`src/lbci_pkg.sv`:
```
// ----------------------------------------------------------------------------
// lbci_pkg
// Types and constants shared by the LED blink code indicator modules.
// ----------------------------------------------------------------------------
`default_nettype none

package lbci_pkg;

    typedef enum logic [2:0] {
        OP_TICK          = 3'd0,
        OP_OFF           = 3'd1,
        OP_ALARM         = 3'd2,
        OP_DOWNLOAD      = 3'd3,
        OP_DOWNLOAD_DONE = 3'd4
    } opcode_t;

    typedef enum logic [2:0] {
        MODE_OFF      = 3'd0,
        MODE_IDLE     = 3'd1,
        MODE_BLINK    = 3'd2,
        MODE_PAUSE    = 3'd3,
        MODE_DOWNLOAD = 3'd4
    } mode_t;

    typedef enum logic [1:0] {
        COLOUR_NONE  = 2'd0,
        COLOUR_GREEN = 2'd1,
        COLOUR_RED   = 2'd2
    } colour_t;

    localparam logic [1:0] LED_STEADY = 2'd1;
    localparam logic [1:0] LED_BLINK  = 2'd2;

    localparam logic [1:0] CFG_PAUSE_LEN     = 2'd0;
    localparam logic [1:0] CFG_TICK_MS       = 2'd1;
    localparam logic [1:0] CFG_DOWNLOAD_HALF = 2'd2;

    localparam logic [15:0] RESET_PAUSE_LEN     = 16'd20;
    localparam logic [9:0]  RESET_TICK_MS       = 10'd100;
    localparam logic [14:0] RESET_DOWNLOAD_HALF = 15'd800;

    localparam logic [15:0] TIMER_MAX = 16'hFFFF;

    typedef struct packed {
        logic [15:0] pause_len;
        logic [9:0]  tick_ms;
        logic [14:0] download_half;
    } cfg_t;

    typedef struct packed {
        logic [2:0]  opcode;
        logic [7:0]  red_blinks;
        logic [1:0]  red_style;
        logic [7:0]  green_blinks;
        logic [1:0]  green_style;
        logic [15:0] blink_interval;
    } item_t;

    typedef struct packed {
        logic [7:0]  red_blinks;
        logic [1:0]  red_style;
        logic [7:0]  green_blinks;
        logic [1:0]  green_style;
        logic [15:0] interval;
    } pattern_t;

    typedef struct packed {
        logic  red_led;
        logic  green_led;
        mode_t mode;
    } status_t;

endpackage

`default_nettype wire

```
`src/lbci_cfg_regs.sv`:
```
// ----------------------------------------------------------------------------
// lbci_cfg_regs
// Configuration register file: pause length, tick length, download half period.
// ----------------------------------------------------------------------------
`default_nettype none

module lbci_cfg_regs (
    input  wire logic           clk,
    input  wire logic           rst_n,
    input  wire logic           cfg_valid,
    output logic                cfg_ready,
    input  wire logic [1:0]     cfg_index,
    input  wire logic [15:0]    cfg_data,
    output lbci_pkg::cfg_t      cfg
);

    lbci_pkg::cfg_t cfg_reg;
    lbci_pkg::cfg_t cfg_next;

    assign cfg_ready = 1'b1;
    assign cfg = cfg_reg;

    always_comb
    begin
        cfg_next = cfg_reg;
        if (cfg_valid)
        begin
            case (cfg_index)
                lbci_pkg::CFG_PAUSE_LEN:     cfg_next.pause_len     = cfg_data;
                lbci_pkg::CFG_TICK_MS:       cfg_next.tick_ms       = cfg_data[9:0];
                lbci_pkg::CFG_DOWNLOAD_HALF: cfg_next.download_half = cfg_data[14:0];
                default:                     cfg_next = cfg_reg;
            endcase
        end
    end

    always_ff @(posedge clk or negedge rst_n)
    begin
        if (!rst_n)
        begin
            cfg_reg.pause_len     <= lbci_pkg::RESET_PAUSE_LEN;
            cfg_reg.tick_ms       <= lbci_pkg::RESET_TICK_MS;
            cfg_reg.download_half <= lbci_pkg::RESET_DOWNLOAD_HALF;
        end
        else
        begin
            cfg_reg <= cfg_next;
        end
    end

endmodule

`default_nettype wire

```
`src/lbci_engine.sv`:
```
// ----------------------------------------------------------------------------
// lbci_engine
// Indicator state and its combinational update for one registered item.
// ----------------------------------------------------------------------------
`default_nettype none

module lbci_engine (
    input  wire logic           clk,
    input  wire logic           rst_n,
    input  wire logic           step,
    input  lbci_pkg::item_t     item,
    input  lbci_pkg::cfg_t      cfg,
    output lbci_pkg::status_t   status_next
);

    lbci_pkg::mode_t    mode_reg, mode_next;
    logic [15:0]        tick_timer_reg, tick_timer_next;
    logic [7:0]         red_done_reg, red_done_next;
    logic [7:0]         green_done_reg, green_done_next;
    lbci_pkg::pattern_t pat_reg, pat_next;
    logic               red_lit_reg, red_lit_next;
    logic               green_lit_reg, green_lit_next;
    logic [15:0]        download_ms_reg, download_ms_next;
    lbci_pkg::colour_t  last_colour_reg, last_colour_next;

    logic [15:0]        timer_inc;
    logic [16:0]        dl_sum;
    logic [15:0]        dl_sat;
    lbci_pkg::colour_t  dl_colour;
    logic               green_fin;
    logic               red_fin;

    always_comb
    begin
        mode_next        = mode_reg;
        tick_timer_next  = tick_timer_reg;
        red_done_next    = red_done_reg;
        green_done_next  = green_done_reg;
        pat_next         = pat_reg;
        red_lit_next     = red_lit_reg;
        green_lit_next   = green_lit_reg;
        download_ms_next = download_ms_reg;
        last_colour_next = last_colour_reg;

        timer_inc = (tick_timer_reg == lbci_pkg::TIMER_MAX) ? tick_timer_reg
                                                            : tick_timer_reg + 16'd1;
        dl_sum    = {1'b0, download_ms_reg} + {7'd0, cfg.tick_ms};
        dl_sat    = dl_sum[16] ? lbci_pkg::TIMER_MAX : dl_sum[15:0];
        dl_colour = (dl_sat < {1'b0, cfg.download_half}) ? lbci_pkg::COLOUR_GREEN
                                                         : lbci_pkg::COLOUR_RED;
        green_fin = 1'b0;
        red_fin   = 1'b0;

        case (lbci_pkg::opcode_t'(item.opcode))
            lbci_pkg::OP_TICK:
            begin
                case (mode_reg)
                    lbci_pkg::MODE_BLINK:
                    begin
                        tick_timer_next = timer_inc;
                        if (timer_inc >= pat_reg.interval)
                        begin
                            if (pat_reg.green_style == lbci_pkg::LED_BLINK)
                            begin
                                if (green_done_reg >= pat_reg.green_blinks)
                                    green_lit_next = 1'b0;
                                else if (!green_lit_reg)
                                    green_lit_next = 1'b1;
                                else
                                begin
                                    green_lit_next  = 1'b0;
                                    green_done_next = green_done_reg + 8'd1;
                                end
                            end
                            if (pat_reg.red_style == lbci_pkg::LED_BLINK)
                            begin
                                if (red_done_reg >= pat_reg.red_blinks)
                                    red_lit_next = 1'b0;
                                else if (!red_lit_reg)
                                    red_lit_next = 1'b1;
                                else
                                begin
                                    red_lit_next  = 1'b0;
                                    red_done_next = red_done_reg + 8'd1;
                                end
                            end
                            green_fin = (pat_reg.green_style != lbci_pkg::LED_BLINK)
                                     || (green_done_next >= pat_reg.green_blinks);
                            red_fin   = (pat_reg.red_style != lbci_pkg::LED_BLINK)
                                     || (red_done_next >= pat_reg.red_blinks);
                            if (green_fin && red_fin)
                                mode_next = lbci_pkg::MODE_PAUSE;
                            tick_timer_next = 16'd0;
                        end
                    end
                    lbci_pkg::MODE_PAUSE:
                    begin
                        tick_timer_next = timer_inc;
                        if (timer_inc >= cfg.pause_len)
                        begin
                            if (pat_reg.green_style == lbci_pkg::LED_BLINK)
                                green_done_next = 8'd0;
                            if (pat_reg.red_style == lbci_pkg::LED_BLINK)
                                red_done_next = 8'd0;
                            mode_next       = lbci_pkg::MODE_BLINK;
                            tick_timer_next = 16'd0;
                        end
                    end
                    lbci_pkg::MODE_DOWNLOAD:
                    begin
                        download_ms_next = dl_sat;
                        if (dl_colour != last_colour_reg)
                        begin
                            last_colour_next = dl_colour;
                            green_lit_next   = (dl_colour == lbci_pkg::COLOUR_GREEN);
                            red_lit_next     = (dl_colour == lbci_pkg::COLOUR_RED);
                        end
                        if ({1'b0, dl_sat} >= {1'b0, cfg.download_half, 1'b0})
                            download_ms_next = 16'd0;
                    end
                    default:
                    begin
                        mode_next = mode_reg;
                    end
                endcase
            end
            lbci_pkg::OP_OFF:
            begin
                tick_timer_next = 16'd0;
                red_done_next   = 8'd0;
                green_done_next = 8'd0;
                pat_next        = '0;
                red_lit_next    = 1'b0;
                green_lit_next  = 1'b0;
                mode_next       = lbci_pkg::MODE_OFF;
            end
            lbci_pkg::OP_ALARM:
            begin
                tick_timer_next       = 16'd0;
                red_done_next         = 8'd0;
                green_done_next       = 8'd0;
                pat_next.red_blinks   = item.red_blinks;
                pat_next.red_style    = item.red_style;
                pat_next.green_blinks = item.green_blinks;
                pat_next.green_style  = item.green_style;
                pat_next.interval     = item.blink_interval;
                red_lit_next          = (item.red_style == lbci_pkg::LED_STEADY);
                green_lit_next        = (item.green_style == lbci_pkg::LED_STEADY);
                if (item.red_style == lbci_pkg::LED_BLINK
                    || item.green_style == lbci_pkg::LED_BLINK)
                    mode_next = lbci_pkg::MODE_BLINK;
                else
                    mode_next = lbci_pkg::MODE_IDLE;
            end
            lbci_pkg::OP_DOWNLOAD:
            begin
                mode_next        = lbci_pkg::MODE_DOWNLOAD;
                download_ms_next = 16'd0;
            end
            lbci_pkg::OP_DOWNLOAD_DONE:
            begin
                mode_next = lbci_pkg::MODE_OFF;
            end
            default:
            begin
                mode_next = mode_reg;
            end
        endcase
    end

    assign status_next.red_led   = red_lit_next;
    assign status_next.green_led = green_lit_next;
    assign status_next.mode      = mode_next;

    always_ff @(posedge clk or negedge rst_n)
    begin
        if (!rst_n)
        begin
            mode_reg        <= lbci_pkg::MODE_OFF;
            tick_timer_reg  <= 16'd0;
            red_done_reg    <= 8'd0;
            green_done_reg  <= 8'd0;
            pat_reg         <= '0;
            red_lit_reg     <= 1'b0;
            green_lit_reg   <= 1'b0;
            download_ms_reg <= 16'd0;
            last_colour_reg <= lbci_pkg::COLOUR_NONE;
        end
        else if (step)
        begin
            mode_reg        <= mode_next;
            tick_timer_reg  <= tick_timer_next;
            red_done_reg    <= red_done_next;
            green_done_reg  <= green_done_next;
            pat_reg         <= pat_next;
            red_lit_reg     <= red_lit_next;
            green_lit_reg   <= green_lit_next;
            download_ms_reg <= download_ms_next;
            last_colour_reg <= last_colour_next;
        end
    end

    a_red_done_bound: assert property (@(posedge clk) disable iff (!rst_n)
        red_done_reg <= pat_reg.red_blinks)
        else $error("red blink count ran past its pattern");

    a_green_done_bound: assert property (@(posedge clk) disable iff (!rst_n)
        green_done_reg <= pat_reg.green_blinks)
        else $error("green blink count ran past its pattern");

    a_off_clears: assert property (@(posedge clk) disable iff (!rst_n)
        step && item.opcode == lbci_pkg::OP_OFF
        |=> !red_lit_reg && !green_lit_reg && mode_reg == lbci_pkg::MODE_OFF)
        else $error("off command left an LED lit or a mode set");

    a_download_holds: assert property (@(posedge clk) disable iff (!rst_n)
        step && item.opcode == lbci_pkg::OP_TICK && mode_reg == lbci_pkg::MODE_DOWNLOAD
        |=> mode_reg == lbci_pkg::MODE_DOWNLOAD)
        else $error("tick moved the indicator out of download mode");

endmodule

`default_nettype wire

```
`src/led_blink_code_indicator_core.sv`:
```
// ----------------------------------------------------------------------------
// led_blink_code_indicator_core
// Two-LED blink code indicator: input register, state update, result register.
// ----------------------------------------------------------------------------
//  Channel  | Handshake           | Payload
//  ---------+---------------------+------------------------------------------
//  in       | in_valid / in_ready | opcode, red_blinks, red_style, green_blinks,
//           |                     | green_style, blink_interval
//  out      | out_valid/out_ready | red_led, green_led, display_mode
//  cfg      | cfg_valid/cfg_ready | cfg_index, cfg_data
//
//  One item per cycle sustained while out_ready holds; each item passes the
//  input register, then the state update into the result register.
//  The state update is a single pass of small counter and compare logic.
//  Reset puts the engine state in off mode, both LEDs dark; no clearing pass.
//  A stalled result holds the pipe; the input register still fills once.
//  Configuration writes are always taken.
// ----------------------------------------------------------------------------
`default_nettype none

module led_blink_code_indicator_core (
    input  wire logic         clk,
    input  wire logic         rst_n,
    input  wire logic         in_valid,
    output logic              in_ready,
    input  wire logic [2:0]   opcode,
    input  wire logic [7:0]   red_blinks,
    input  wire logic [1:0]   red_style,
    input  wire logic [7:0]   green_blinks,
    input  wire logic [1:0]   green_style,
    input  wire logic [15:0]  blink_interval,
    output logic              out_valid,
    input  wire logic         out_ready,
    output logic              red_led,
    output logic              green_led,
    output logic [2:0]        display_mode,
    input  wire logic         cfg_valid,
    output logic              cfg_ready,
    input  wire logic [1:0]   cfg_index,
    input  wire logic [15:0]  cfg_data
);

    logic               in_valid_reg;
    lbci_pkg::item_t    item_reg;
    logic               out_valid_reg;
    lbci_pkg::status_t  status_reg;
    lbci_pkg::status_t  status_next;
    lbci_pkg::cfg_t     cfg;
    logic               advance;
    logic               in_xfer;

    assign advance  = in_valid_reg && (!out_valid_reg || out_ready);
    assign in_ready = !in_valid_reg || advance;
    assign in_xfer  = in_valid && in_ready;

    lbci_cfg_regs u_cfg (
        .clk       (clk),
        .rst_n     (rst_n),
        .cfg_valid (cfg_valid),
        .cfg_ready (cfg_ready),
        .cfg_index (cfg_index),
        .cfg_data  (cfg_data),
        .cfg       (cfg)
    );

    lbci_engine u_engine (
        .clk         (clk),
        .rst_n       (rst_n),
        .step        (advance),
        .item        (item_reg),
        .cfg         (cfg),
        .status_next (status_next)
    );

    always_ff @(posedge clk or negedge rst_n)
    begin
        if (!rst_n)
        begin
            in_valid_reg  <= 1'b0;
            out_valid_reg <= 1'b0;
        end
        else
        begin
            if (in_xfer)
                in_valid_reg <= 1'b1;
            else if (advance)
                in_valid_reg <= 1'b0;

            if (advance)
                out_valid_reg <= 1'b1;
            else if (out_ready)
                out_valid_reg <= 1'b0;
        end
    end

    always_ff @(posedge clk)
    begin
        if (in_xfer)
        begin
            item_reg.opcode         <= opcode;
            item_reg.red_blinks     <= red_blinks;
            item_reg.red_style      <= red_style;
            item_reg.green_blinks   <= green_blinks;
            item_reg.green_style    <= green_style;
            item_reg.blink_interval <= blink_interval;
        end
        if (advance)
            status_reg <= status_next;
    end

    assign out_valid    = out_valid_reg;
    assign red_led      = status_reg.red_led;
    assign green_led    = status_reg.green_led;
    assign display_mode = status_reg.mode;

    a_no_overrun: assert property (@(posedge clk) disable iff (!rst_n)
        out_valid_reg && !out_ready |=> out_valid_reg)
        else $error("held result dropped");

    a_stall_blocks: assert property (@(posedge clk) disable iff (!rst_n)
        in_valid_reg && out_valid_reg && !out_ready |-> !advance && !in_ready)
        else $error("pipe advanced into a stalled result");

    a_step_fills_out: assert property (@(posedge clk) disable iff (!rst_n)
        advance |=> out_valid_reg)
        else $error("processed item produced no result");

endmodule

`default_nettype wire

```
`config.mk`:
```
export PLATFORM = sky130hd
export DESIGN_NAME = led_blink_code_indicator_core
export DESIGN_NICKNAME = d
export VERILOG_FILES = /design/src/lbci_pkg.sv /design/src/lbci_cfg_regs.sv /design/src/lbci_engine.sv /design/src/led_blink_code_indicator_core.sv
export SDC_FILE = /design/constraint.sdc
export NUM_CORES = 1
export LEC_CHECK = 0
export ABC_CLOCK_PERIOD_IN_PS = 5400
export BUFFER_PORTS_ARGS = -buffer_cell sky130_fd_sc_hd__buf_2
export CAP_MARGIN = 5
export CORE_ASPECT_RATIO = 0.7
export CORE_MARGIN = 3
export CORE_UTILIZATION = 55
export CTS_BUF_LIST = sky130_fd_sc_hd__clkbuf_4
export CTS_CLUSTER_SIZE = 20
export DETAILED_ROUTE_END_ITERATION = 7
export HOLD_SLACK_MARGIN = 0.05
export PLACE_DENSITY = 0.79
export SLEW_MARGIN = 10
export SYNTH_ARGS = -nofsm -noshare
export SYNTH_HDL_FRONTEND = slang
export SYNTH_SLANG_ARGS = --single-unit
```
`constraint.sdc`:
```
create_clock -name clk -period 5.4 [get_ports clk]
set_input_delay 1.35 -clock clk [delete_from_list [all_inputs] [get_ports clk]]
set_output_delay 1.35 -clock clk [all_outputs]
set_load 0.01 [all_outputs]
```
==> results of run 1 <==
==> synth_stat cells (all sizes together) (11+ instances only) <==
master | instances | share of area, %
nand4 | 15 | 0.89
a21oi | 47 | 2.2
clkbuf | 24 | 0.86
nand2 | 171 | 6.1
mux2 | 27 | 2.9
a21o | 27 | 1.9
a22o | 16 | 1.3
edfxtp | 44 | 13
o21ai | 112 | 5.3
dfrtp | 126 | 30
nor2 | 52 | 1.9
nor3 | 11 | 0.63
ha | 106 | 13
inv | 82 | 2.9
nand3 | 23 | 1.2
xnor2 | 23 | 1.9
nand2b | 23 | 1.4
==> area by class of cell <==
type                            count  area, um^2
Sequential cell                   178        4684
Clock buffer                       17       127.6
Fill cell                        1534        7041
Clock inverter                     15       136.4
Inverter                           82       307.8
Tap cell                          236       295.3
Multi-Input combinational cell    791        5381
Timing Repair Buffer               74       391.6
==> power groups by stage <==
stage / Combinational [mW] / Clock [mW] / Sequential [mW]
after global placement: 0.950 / 0 / 1.68
final: 0.999 / 0.733 / 1.67
after global routing: 1.13 / 0.807 / 1.69
after CTS: 0.989 / 0.750 / 1.66
after floorplan: 0.727 / 0 / 1.64
after detailed placement: 0.982 / 0 / 1.69
==> stage by stage <==
stage,cells,power [mW],util [%]
detailed placement,1361,2.670,60.23
global placement,1361,2.629,60.23
global route,1393,3.627,61.66
floorplan,1085,2.369,-
CTS,1393,3.401,61.66
finish,1393,3.397,61.66
==> worst max-delay path, stage by stage (launching register included) <==
cell and delay (ns):
dfrtp_1 0.46, ha_1 0.39, a21oi_1 0.27, nand2_1 0.08, o21ai_1 0.25, nand2_1 0.20
nand2_1 0.33, nand2_1 0.22, ha_1 0.35, nand4_1 0.11, nor4_1 0.44, o41ai_1 0.15
a21oi_1 0.20, nor4_1 0.12, a22o_1 0.23, a22o_1 0.21, o32a_1 0.32
==> worst paths after layout <==
kind / start / end / slack, ns / cells past startpoint
max: u_cfg.cfg[22]$_DFFE_PN0P_ / u_engine.green_lit_reg$_DFFE_PN0P_ / 0.96 / 16
min: u_engine.pat_reg[26]$_DFFE_PN0P_ / u_engine.pat_reg[26]$_DFFE_PN0P_ / 0.49 / 2
max reg2reg: u_cfg.cfg[22]$_DFFE_PN0P_ / u_engine.green_lit_reg$_DFFE_PN0P_ / 0.96 / 16
min reg2reg: u_engine.pat_reg[26]$_DFFE_PN0P_ / u_engine.pat_reg[26]$_DFFE_PN0P_ / 0.49 / 2
max in group asynchronous: rst_n / u_engine.mode_reg[1]$_DFFE_PN0P_ / 3.58 / 2
min in group asynchronous: rst_n / u_cfg.cfg[28]$_DFFE_PN0P_ / 0.85 / 1
==> layer usage <==
metal	up-vias	GRT usage, %
met5	-	0
li1	3971	-
met3	32	6.001
met1	3865	36.82
met2	242	34.75
met4	0	6.181
==> cell families (layout without fill, tap and decap cells) <==
family	after synthesis	after routing	synth area share [%]
other	1	1	0.03572
buffers and inverters	116	188	4.374
xor gates and xnor gates	33	33	2.753
adders and majority gates	107	107	12.82
muxes	28	28	2.991
and+or+nand+nor	353	353	16.02
AOI/OAI and AO/OA	269	269	16.39
DFF	178	178	44.62
==> results.tsv, run 1 <==
stage	metric	value	unit
logic_synthesis	synthArstFlopShare	75.28	%
clock_tree	cts_buffer_depth	2	
floorplan	dieArea	20810	um^2
sta	rsz0062_at_grt	false	
floorplan	ioPinCount	70	
min_path	hp-class	register to register	
sta	fmax	225.4	MHz
detailed_routing	viasPerCell	5.822	
grt	grt_pass1_vias	7812	
detailed_routing	drt_iter0_drc	802	
power_and_ir_drop	p_leak	5.109	nW
sta	worst_slew_pin_slew	1.022	ns
sta	hold_slack	0.4921	ns
detailed_routing	top_layer	met4	
clock_tree	holdBufCountCts	0	
grt	antenna_found_initial	0	
sta	setup_ws	0.9638	ns
placed_design	port-buffer-count	68	
worst_setup_path	criticalPathCategory	register to register	
sta	setup_viol	0	
power_and_ir_drop	power_frac_seq	49.0	%
clock_tree	cts_tree	done	
grt	grt_pass1_wl	39.95	mm
clock_tree	cts_sinks	178	
placed_design	dp_slack	1.150	ns
sta	tns	0	ns
power_and_ir_drop	switching_share	36.50	%
detailed_routing	drt_first_pass_iters	5	
clock_tree	worstSkewPairLatency	0.60	ns
clock_tree	numCtsBuffers	17	
placed_design	hpwlAfterDp	18.27	mm
detailed_routing	drt_wl_total	23.91	mm
sta	fin_skew	0.02066	ns
logic_synthesis	syn_inst	1085	
sta	hold_viol_final	0	
floorplan	start_util	57.17	%
logic_synthesis	synth-edff-count	44	
clock_tree	h-tree-depth	4	
worst_setup_path	crit_path_end_kind	register	
status	status	finished, final reports clean	
logic_synthesis	yosys_warnings	0	
logic_synthesis	synthesis.area	10500	um^2
detailed_routing	routedWlPerCell	17.16	um
power_and_ir_drop	switching_power	1.240	mW
sta	period_minus_slack	4.436	ns
logic_synthesis	syn_nets	1254	
placed_design	place.gp.congestion	0.9423	
clock_tree	cts_resized	0	
floorplan	rows	41	
power_and_ir_drop	power.density	300.0	nW/um^2
detailed_routing	num_vias	8110	
floorplan	die_w	171.1	um
floorplan	core-area	18370	um^2
power_and_ir_drop	internal-power	2.157	mW
placed_design	placed_area	11060	um^2
worst_setup_path	path_max_fanout	9	
worst_setup_path	required	5.89	ns
clock_tree	cts_root_buf	clkbuf_4	
sta	slew_headroom	31.87	%
logic_synthesis	yosysSeqAreaShare	44.62	%
detailed_routing	wl_met3	1.632	mm
final_layout	n_antenna_cell	0	
final_layout	final_cell_mix	171 x nand2_1, 126 x dfrtp_1, 107 x o21ai_0, 106 x ha_1, 82 x inv_1	
final_layout	layout_commonest_cell	nand2_1	
power_and_ir_drop	clkPwrFrac	21.6	%
logic_synthesis	ys.flop_type	dfrtp_1	
final_layout	largest_reg_flops	41	
power_and_ir_drop	ir_worst_vdd	0.1532	mV
clock_tree	clk_pin_slew	0.15	ns
detailed_routing	met2WireLength	10.04	mm
detailed_routing	antenna_left	0	
logic_synthesis	synth_cell_type_count	69	
grt	grt_max_degree	112	
final_layout	stdcell_area	11320	um^2
logic_synthesis	avgSynthCellArea	9.676	um^2
worst_setup_path	worst_ep_arrival_time	4.92	ns
sta	post-route-period-util	82.15	%
power_and_ir_drop	p_comb_share	29.4	%
detailed_routing	route.detailed.drc	0	
floorplan	die_y	121.6	um
detailed_routing	drt-met1-wl	11.82	mm
final_layout	final_nets	1313	
grt	grt_util_all_layers	24.20	%
grt	grt_overflow	0	
clock_tree	post_cts_buffers	0	
logic_synthesis	ys_ff_latch	178	
worst_setup_path	crit_path_start_kind	register	
final_layout	drive_above_1_share	14.09	%
final_layout	area_delta_synth_final	7.865	%
sta	drv_slew	0	
flow_run	max-cap-violations	0	
Power figures use the tool's default switching activity.
==> run 2: changes to the inputs <==
- ABC_AREA: unset -> 1
- ABC_CLOCK_PERIOD_IN_PS: 5400 -> 4300
- clock period: 5.4 -> 4.3 ns (I/O delays scaled with it)
==> run 2 against run 1 <==
  * Area after synthesis grew 0.42%
  * Routed wire length is 1.9% higher
  * Final area increased by 1.5%
  * Clock skew rose by 0.0085 ns
  * Critical path type unchanged
  * Largest cell class unchanged
==> results.tsv, run 2 <==
stage	metric	value	unit	change
sta	rsz0062_at_grt	false		unchanged
logic_synthesis	synthArstFlopShare	75.28	%	unchanged
power_and_ir_drop	power.density	509.3	nW/um^2	was 300.0 nW/um^2
logic_synthesis	yosysTopAreaCell	dfrtp_1		unchanged
worst_setup_path	crit_path_end_kind	register		unchanged
sta	setup_viol	0		unchanged
flow_run	max-cap-violations	0		unchanged
detailed_routing	routedWlPerCell	15.75	um	was 17.16 um
logic_synthesis	synth_area_leaders	dfrtp_1 30%, ha_1 13%, edfxtp_1 13%, nand2_1 8.0%, inv_1 7.0%		was dfrtp_1 30%, ha_1 13%, edfxtp_1 13%, nand2_1 6.1%, o21ai_0 5.1%
logic_synthesis	ys_ff_latch	178		unchanged
sta	post-route-period-util	90.45	%	was 82.15%
floorplan	core-area	18420	um^2	was 18370 um^2
sta	tns	0	ns	unchanged
logic_synthesis	yosys_warnings	0		unchanged
worst_setup_path	cp_top_family	simple AND/OR/NAND/NOR gates		was compound AO/OA/AOI/OAI gates
final_layout	fill_cells	1554		was 1534
worst_setup_path	required	4.76	ns	was 5.89 ns
sta	fmax	257.1	MHz	was 225.4 MHz
logic_synthesis	yosys.cell_count.top_type	nand2_1		unchanged
final_layout	largest_reg_flops	41		unchanged
worst_setup_path	path_cells	inv_2, nor3_2, nand4_1, nor2_1, inv_1, nor4_2, a21oi_1, a31oi_1, ha_1, nand2_1, inv_1, nand3_1, inv_1, a21oi_1, nand3_2, inv_1, nand3_1, nand3_4, a21oi_4, nand2_2, o22ai_2		was ha_1, a21oi_1, nand2_1, o21ai_1, nand2_1, nand2_1, nand2_1, ha_1, nand4_1, nor4_1, o41ai_1, a21oi_1, nor4_1, a22o_1, a22o_1, o32a_1
logic_synthesis	synth_top_cells_by_count	224 x nand2_1, 198 x inv_1, 127 x o21ai_0		was 171 x nand2_1, 126 x dfrtp_1, 108 x o21ai_0
floorplan	start_util	57.25	%	was 57.17%
worst_setup_path	slowest_delay	0.41	ns	was 0.46 ns
sta	period_minus_slack	3.890	ns	was 4.436 ns
floorplan	dieArea	20890	um^2	was 20810 um^2
final_layout	layout_commonest_cell	nand2_1		unchanged
clock_tree	h-tree-depth	4		unchanged
clock_tree	cts_root_buf	clkbuf_4		unchanged
detailed_routing	viasPerCell	5.508		was 5.822
clock_tree	numCtsBuffers	17		unchanged
final_layout	fin_util	62.42	%	was 61.66%
grt	grt_overflow	0		unchanged
clock_tree	clk_pin_slew	0.15	ns	about the same
floorplan	rows	41		unchanged
floorplan	ioPinCount	70		unchanged
detailed_routing	antenna_left	0		unchanged
logic_synthesis	synth_cell_type_count	58		was 69
floorplan	die_w	171.5	um	was 171.1 um
logic_synthesis	syn_inst	1224		was 1085
sta	hold_viol_final	0		unchanged
clock_tree	holdBufCountCts	0		unchanged
worst_setup_path	path_common_cell	inv_1		was nand2_1
placed_design	hpwlAfterDp	18.37	mm	was 18.27 mm
logic_synthesis	ys.flop_type	dfrtp_1		unchanged
logic_synthesis	avgSynthCellArea	8.613	um^2	was 9.676 um^2
clock_tree	cts_tree	done		unchanged
placed_design	placed_area	11140	um^2	was 11060 um^2
grt	antenna_found_initial	2		was 0
detailed_routing	drt_first_pass_iters	5		unchanged
worst_setup_path	worst_ep_arrival_time	4.35	ns	was 4.92 ns
clock_tree	cts_buffer_depth	2		unchanged
logic_synthesis	synth_top_area_share	29.91	%	was 30.03%
worst_setup_path	cpMaxStageDelayCell	dfrtp_1		unchanged
worst_setup_path	cp.buffers_inverters	5		was 0
logic_synthesis	syn_nets	1393		was 1254
placed_design	place.gp.congestion	0.9505		was 0.9423
sta	worst_slew_pin_slew	0.8885	ns	was 1.022 ns
min_path	hp-class	register to register		unchanged
sta	slew_headroom	40.63	%	was 31.87%
detailed_routing	route.detailed.drc	0		unchanged
logic_synthesis	yosysSeqAreaShare	44.43	%	was 44.62%
logic_synthesis	synth-edff-count	44		unchanged
grt	grt_pass1_wl	39.01	mm	was 39.95 mm
grt	grt_pass1_vias	7758		was 7812
worst_setup_path	crit_path_start_kind	register		unchanged
final_layout	stdcell_area	11500	um^2	was 11320 um^2
detailed_routing	drt_wl_total	24.36	mm	was 23.91 mm
logic_synthesis	synthesis.area	10540	um^2	was 10500 um^2
detailed_routing	num_vias	8516		was 8110
worst_setup_path	path_max_fanout	12		was 9
final_layout	area_delta_synth_final	9.043	%	was 7.865%
status	status	finished, final reports clean		unchanged
power_and_ir_drop	ir_worst_vdd	0.3260	mV	was 0.1532 mV
worst_setup_path	criticalPathCategory	register to register		unchanged
power_and_ir_drop	p_leak	5.657	nW	was 5.109 nW
sta	drv_slew	0		unchanged
grt	grt_util_all_layers	23.83	%	was 24.20%
final_layout	drive_above_1_share	14.76	%	was 14.09%
clock_tree	worstSkewPairLatency	0.60	ns	about the same
final_layout	final_cell_mix	224 x nand2_1, 197 x inv_1, 125 x dfrtp_1, 123 x o21ai_0, 106 x ha_1		was 171 x nand2_1, 126 x dfrtp_1, 107 x o21ai_0, 106 x ha_1, 82 x inv_1
placed_design	port-buffer-count	68		unchanged
sta	fin_skew	0.02918	ns	was 0.02066 ns
grt	grt_max_degree	79		was 112
clock_tree	cts_sinks	178		unchanged
detailed_routing	drt_iter0_drc	778		was 802
final_layout	final_nets	1464		was 1313
floorplan	die_y	121.8	um	was 121.6 um
## run 2: cell types whose count changed after synthesis, sizes merged, moves of 24 or more
cell / before / now
inv: 82 / 211
nand2: 171 / 236
nand3: 23 / 83
mux2: 27 / 0
o21ai: 112 / 137
a21o: 27 / 3
## run 2: metrics by stage
step | hold slack (ns) | std cells | worst slack (ns) | total power, mW
finish | 0.4884 | 1546 | 0.4105 | 5.855
global route | 0.5076 | 1546 | 0.01604 | 6.327
CTS | 0.4967 | 1543 | 0.2421 | 5.756
detailed placement | 0.4642 | 1511 | 0.2589 | 4.770
global placement | 0.4649 | 1511 | 0.4003 | 4.644
floorplan | 0.4454 | 1224 | 0.9767 | 4.088
## run 2: power by group
part,total (mW),internal [mW],switching (mW)
Clock,0.978,0.360,0.618
Combinational,2.58,0.947,1.64
Sequential,2.29,2.05,0.239
## run 2: layout make-up
cell class	count	area [um^2]	share of cell area, %
antenna	2	5.005	0.04354
clock buffer	18	135.1	1.175
clock inverter	14	153.9	1.339
inverter	213	807.0	7.020
multi-input combinational	805	4974	43.26
sequential	178	4686	40.76
tap	236	295.3	2.569
timing repair buffer	79	432.9	3.766
timing repair inverter	1	7.507	0.06530
## run 2: cell families after synthesis
| logic type | count (synthesis) | share of synthesized area, % |
|---|---|---|
| and+or+nand+nor | 425 | 18.12 |
| AOI/OAI and AO/OA | 250 | 13.83 |
| buffers and inverters | 241 | 8.913 |
| DFF | 178 | 44.43 |
| adders and majority gates | 107 | 12.77 |
| xor gates and xnor gates | 22 | 1.899 |
| other | 1 | 0.03557 |
## run 2: worst register-to-register path, cell delays in order, from the launching register on
cell	delay [ns]
dfrtp_1	0.41
inv_2	0.08
nor3_2	0.23
nand4_1	0.14
nor2_1	0.15
inv_1	0.10
nor4_2	0.29
a21oi_1	0.11
a31oi_1	0.30
ha_1	0.31
nand2_1	0.08
inv_1	0.04
nand3_1	0.09
inv_1	0.05
a21oi_1	0.19
nand3_2	0.21
inv_1	0.23
nand3_1	0.16
nand3_4	0.14
a21oi_4	0.05
nand2_2	0.29
o22ai_2	0.11
## run 2: path summary, 6_finish.rpt
kind,startpoint,endpoint,slack [ns],cells after the start
setup / recovery,u_engine.tick_timer_reg[2]$_DFFE_PN0P_,u_engine.green_done_reg[1]$_DFFE_PN0P_,0.41,21
hold / removal,item_reg[18]$_DFFE_PP_,u_engine.pat_reg[18]$_DFFE_PN0P_,0.49,2
setup reg to reg,u_engine.tick_timer_reg[2]$_DFFE_PN0P_,u_engine.green_done_reg[1]$_DFFE_PN0P_,0.41,21
hold reg to reg,item_reg[18]$_DFFE_PP_,u_engine.pat_reg[18]$_DFFE_PN0P_,0.49,2
max in group asynchronous,rst_n,u_cfg.cfg[21]$_DFFE_PN1P_,2.92,2
min in group asynchronous,rst_n,u_engine.download_ms_reg[1]$_DFFE_PN0P_,0.50,1
## run 2: layer usage
layer,vias to the layer above,global-route usage (%),routed length [um]
met5,-,0,0
met4,0,6.080,315
li1,4204,-,-
met3,19,5.547,1889
met1,4008,36.43,11730
met2,285,34.20,10420
## run 2: what timing repair did
action | in CTS | in global routing
setup buffers | 0 | 0
resized for setup | 0 | 17
setup endpoints to repair | 0 | 33
==> run 3: changes to the inputs <==
- CORE_UTILIZATION: 55 -> 28
- PLACE_DENSITY: 0.79 -> 0.49
==> run 3 against run 2 <==
  * Routed wire length up 8.6%
  * Largest power group unchanged
  * Sequential share of layout area down 1.4 points
  * Largest cell class unchanged
  * Cell count up 16%
  * Combinational power about the same
  * Clock-buffer cell count up 1
  * Critical endpoint is now red_led$_DFFE_PP_
  * Non-clock buffer count up 9
  * Total power up 0.25%
==> results.tsv, run 3 (synthesis gave the netlist of run 2 again) <==
stage	metric	value	unit	change
grt	grt_util_all_layers	13.50	%	was 23.83%
detailed_routing	viasPerCell	4.567		was 5.508
power_and_ir_drop	ir_worst_vdd	0.1931	mV	was 0.3260 mV
clock_tree	cts_root_buf	clkbuf_4		unchanged
final_layout	stdcell_area	11900	um^2	was 11500 um^2
placed_design	hpwlAfterDp	20.10	mm	was 18.37 mm
placed_design	placed_area	11460	um^2	was 11140 um^2
final_layout	finalNonFillerCells	1796		was 1546
clock_tree	cts_tree	done		unchanged
power_and_ir_drop	switching_power	2.472	mW	was 2.495 mW
sta	setup_viol	0		unchanged
clock_tree	h-tree-depth	4		unchanged
sta	hold_viol_final	0		unchanged
worst_setup_path	required	4.64	ns	was 4.76 ns
worst_setup_path	crit_path_start_kind	register		unchanged
worst_setup_path	criticalPathCategory	register to register		unchanged
placed_design	port-buffer-count	68		unchanged
placed_design	place.gp.congestion	0.8454		was 0.9505
worst_setup_path	worst_ep_arrival_time	4.28	ns	was 4.35 ns
floorplan	ioPinCount	70		unchanged
placed_design	dp_cells	1756		was 1511
flow_run	max-cap-violations	0		unchanged
final_layout	layout_commonest_cell	nand2_1		unchanged
detailed_routing	routedWlPerCell	14.73	um	was 15.75 um
power_and_ir_drop	power.density	493.2	nW/um^2	was 509.3 nW/um^2
final_layout	drive_above_1_share	15.44	%	was 14.76%
power_and_ir_drop	clkPwrFrac	16.7	%	about the same
power_and_ir_drop	p_total	5.869	mW	was 5.855 mW
grt	grt_pass1_wl	42.48	mm	was 39.01 mm
floorplan	core-area	36500	um^2	was 18420 um^2
floorplan	rows	58		was 41
sta	slew_headroom	37.94	%	was 40.63%
final_layout	final_cell_mix	224 x nand2_1, 196 x inv_1, 126 x o21ai_0, 126 x dfrtp_1, 106 x ha_1		was 224 x nand2_1, 197 x inv_1, 125 x dfrtp_1, 123 x o21ai_0, 106 x ha_1
clock_tree	cts_buffer_depth	2		unchanged
final_layout	final_nets	1472		was 1464
final_layout	fill_cells	3794		was 1554
detailed_routing	route.detailed.drc	0		unchanged
detailed_routing	drt_wl_total	26.46	mm	was 24.36 mm
worst_setup_path	path_max_fanout	9		was 12
power_and_ir_drop	internal-power	3.397	mW	was 3.360 mW
grt	grt_overflow	0		unchanged
status	status	finished, final reports clean		unchanged
detailed_routing	drt_first_pass_iters	4		was 5
floorplan	dieArea	40050	um^2	was 20890 um^2
floorplan	die_w	237.9	um	was 171.5 um
power_and_ir_drop	power_frac_seq	38.9	%	was 39.2%
final_layout	largest_reg_flops	41		unchanged
sta	fin_skew	0.02517	ns	was 0.02918 ns
grt	grt_max_degree	82		was 79
sta	drv_slew	0		unchanged
clock_tree	cts_sinks	178		unchanged
clock_tree	numCtsBuffers	17		unchanged
floorplan	die_y	168.3	um	was 121.8 um
sta	tns	0	ns	unchanged
power_and_ir_drop	p_leak	5.693	nW	was 5.657 nW
detailed_routing	antenna_left	0		unchanged
sta	post-route-period-util	91.63	%	was 90.45%
grt	grt_pass1_vias	7645		was 7758
detailed_routing	drt_iter0_drc	523		was 778
sta	hold_slack	0.4761	ns	was 0.4884 ns
power_and_ir_drop	p_comb_share	44.5	%	was 44.1%
grt	antenna_found_initial	1		was 2
min_path	hp-class	register to register		unchanged
floorplan	start_util	28.88	%	was 57.25%
clock_tree	worstSkewPairLatency	0.61	ns	was 0.60 ns
sta	fmax	253.8	MHz	was 257.1 MHz
power_and_ir_drop	switching_share	42.12	%	was 42.61%
clock_tree	clk_pin_slew	0.16	ns	was 0.15 ns
final_layout	area_delta_synth_final	12.88	%	was 9.043%
sta	period_minus_slack	3.940	ns	was 3.890 ns
detailed_routing	num_vias	8202		was 8516
sta	worst_slew_pin_slew	0.9287	ns	was 0.8885 ns
worst_setup_path	crit_path_end_kind	register		unchanged
run 3: cell types whose count changed in the layout (fill, tap and decap cells not counted), sizes merged:
cell      delta
diode        -1
inv          -2
clkinv       -3
clkbuf       +1
buf          +9
clkinvlp     +2
run 3: metrics by stage:
| stage | utilization (%) | setup WS, ns |
|---|---|---|
| after floorplan | - | 0.9767 |
| after global placement | 31.40 | 0.1893 |
| after detailed placement | 31.40 | 0.1023 |
| after CTS | 32.16 | 0.06250 |
| after global routing | 32.60 | -0.01193 |
| final | 32.60 | 0.3601 |
run 3: cell type report:
class                      instances  area [um^2]  share of cell area [%]
clock buffer                      19        142.6                   1.199
timing repair buffer              88        525.5                   4.416
inverter                         213        807.0                   6.782
antenna                            1        2.502                 0.02103
clock inverter                    12        133.9                   1.125
sequential                       178         4684                   39.36
multi-input combinational        805         5004                   42.05
tap                              480        600.6                   5.047
run 3: timing repair:
item                                    CTS  global route
hold endpoints to repair                  0             0
hold buffers                              0             0
setup buffers                             0             8
endpoints found under the setup margin    0            35
resized for setup                         0            16
run 3: critical path, cell delays in order, from the launching register on:
cell and delay, ns:
dfrtp_1 0.40, ha_1 0.19, inv_1 0.06, fa_1 0.35, inv_1 0.08, nand2_1 0.07, nand2_1 0.09, nand3_1 0.09
nand2_2 0.14, nand2_2 0.11, nand2_4 0.17, a21oi_1 0.06, o21ai_0 0.21, ha_1 0.35, a21oi_1 0.14, o21ai_0 0.09
a21oi_1 0.14, nor2_1 0.05, o21ai_0 0.13, nand2_1 0.08, nor2_2 0.17, nand3_2 0.13, nand2_1 0.08, inv_1 0.04
nand2_1 0.05, nand2_1 0.05, nand2_1 0.10, a22oi_2 0.08
run 3: path summary, 6_finish.rpt:
kind,start,end,slack (ns),cells after the start
hold reg to reg,item_reg[14]$_DFFE_PP_,u_engine.pat_reg[14]$_DFFE_PN0P_,0.48,2
setup / recovery,u_cfg.cfg[15]$_DFFE_PN0P_,red_led$_DFFE_PP_,0.36,27
max in group asynchronous,rst_n,u_cfg.cfg[8]$_DFFE_PN1P_,2.93,2
hold / removal,item_reg[14]$_DFFE_PP_,u_engine.pat_reg[14]$_DFFE_PN0P_,0.48,2
min in group asynchronous,rst_n,u_engine.pat_reg[4]$_DFFE_PN0P_,0.53,1
setup reg to reg,u_cfg.cfg[15]$_DFFE_PN0P_,red_led$_DFFE_PP_,0.36,27
run 3: power groups by stage:
stage / clock network, mW / logic (mW) / registers [mW]
2_1_floorplan: 0 / 1.84 / 2.25
3_3_place_gp: 0 / 2.48 / 2.31
3_5_place_dp: 0 / 2.51 / 2.31
4_1_cts: 1.03 / 2.53 / 2.28
5_1_grt: 1.11 / 3.03 / 2.32
6_report: 0.978 / 2.61 / 2.28
run 3: routing by layer:
layer | vias up | wire length, um | track usage (%) | share of wire, %
li1 | 4220 | - | - | -
met1 | 3845 | 14580 | 21.39 | 55
met2 | 125 | 10710 | 18.62 | 40
met3 | 12 | 957 | 2.718 | 3.6
met4 | 0 | 210 | 2.775 | 0.79
met5 | - | 0 | 0 | 0
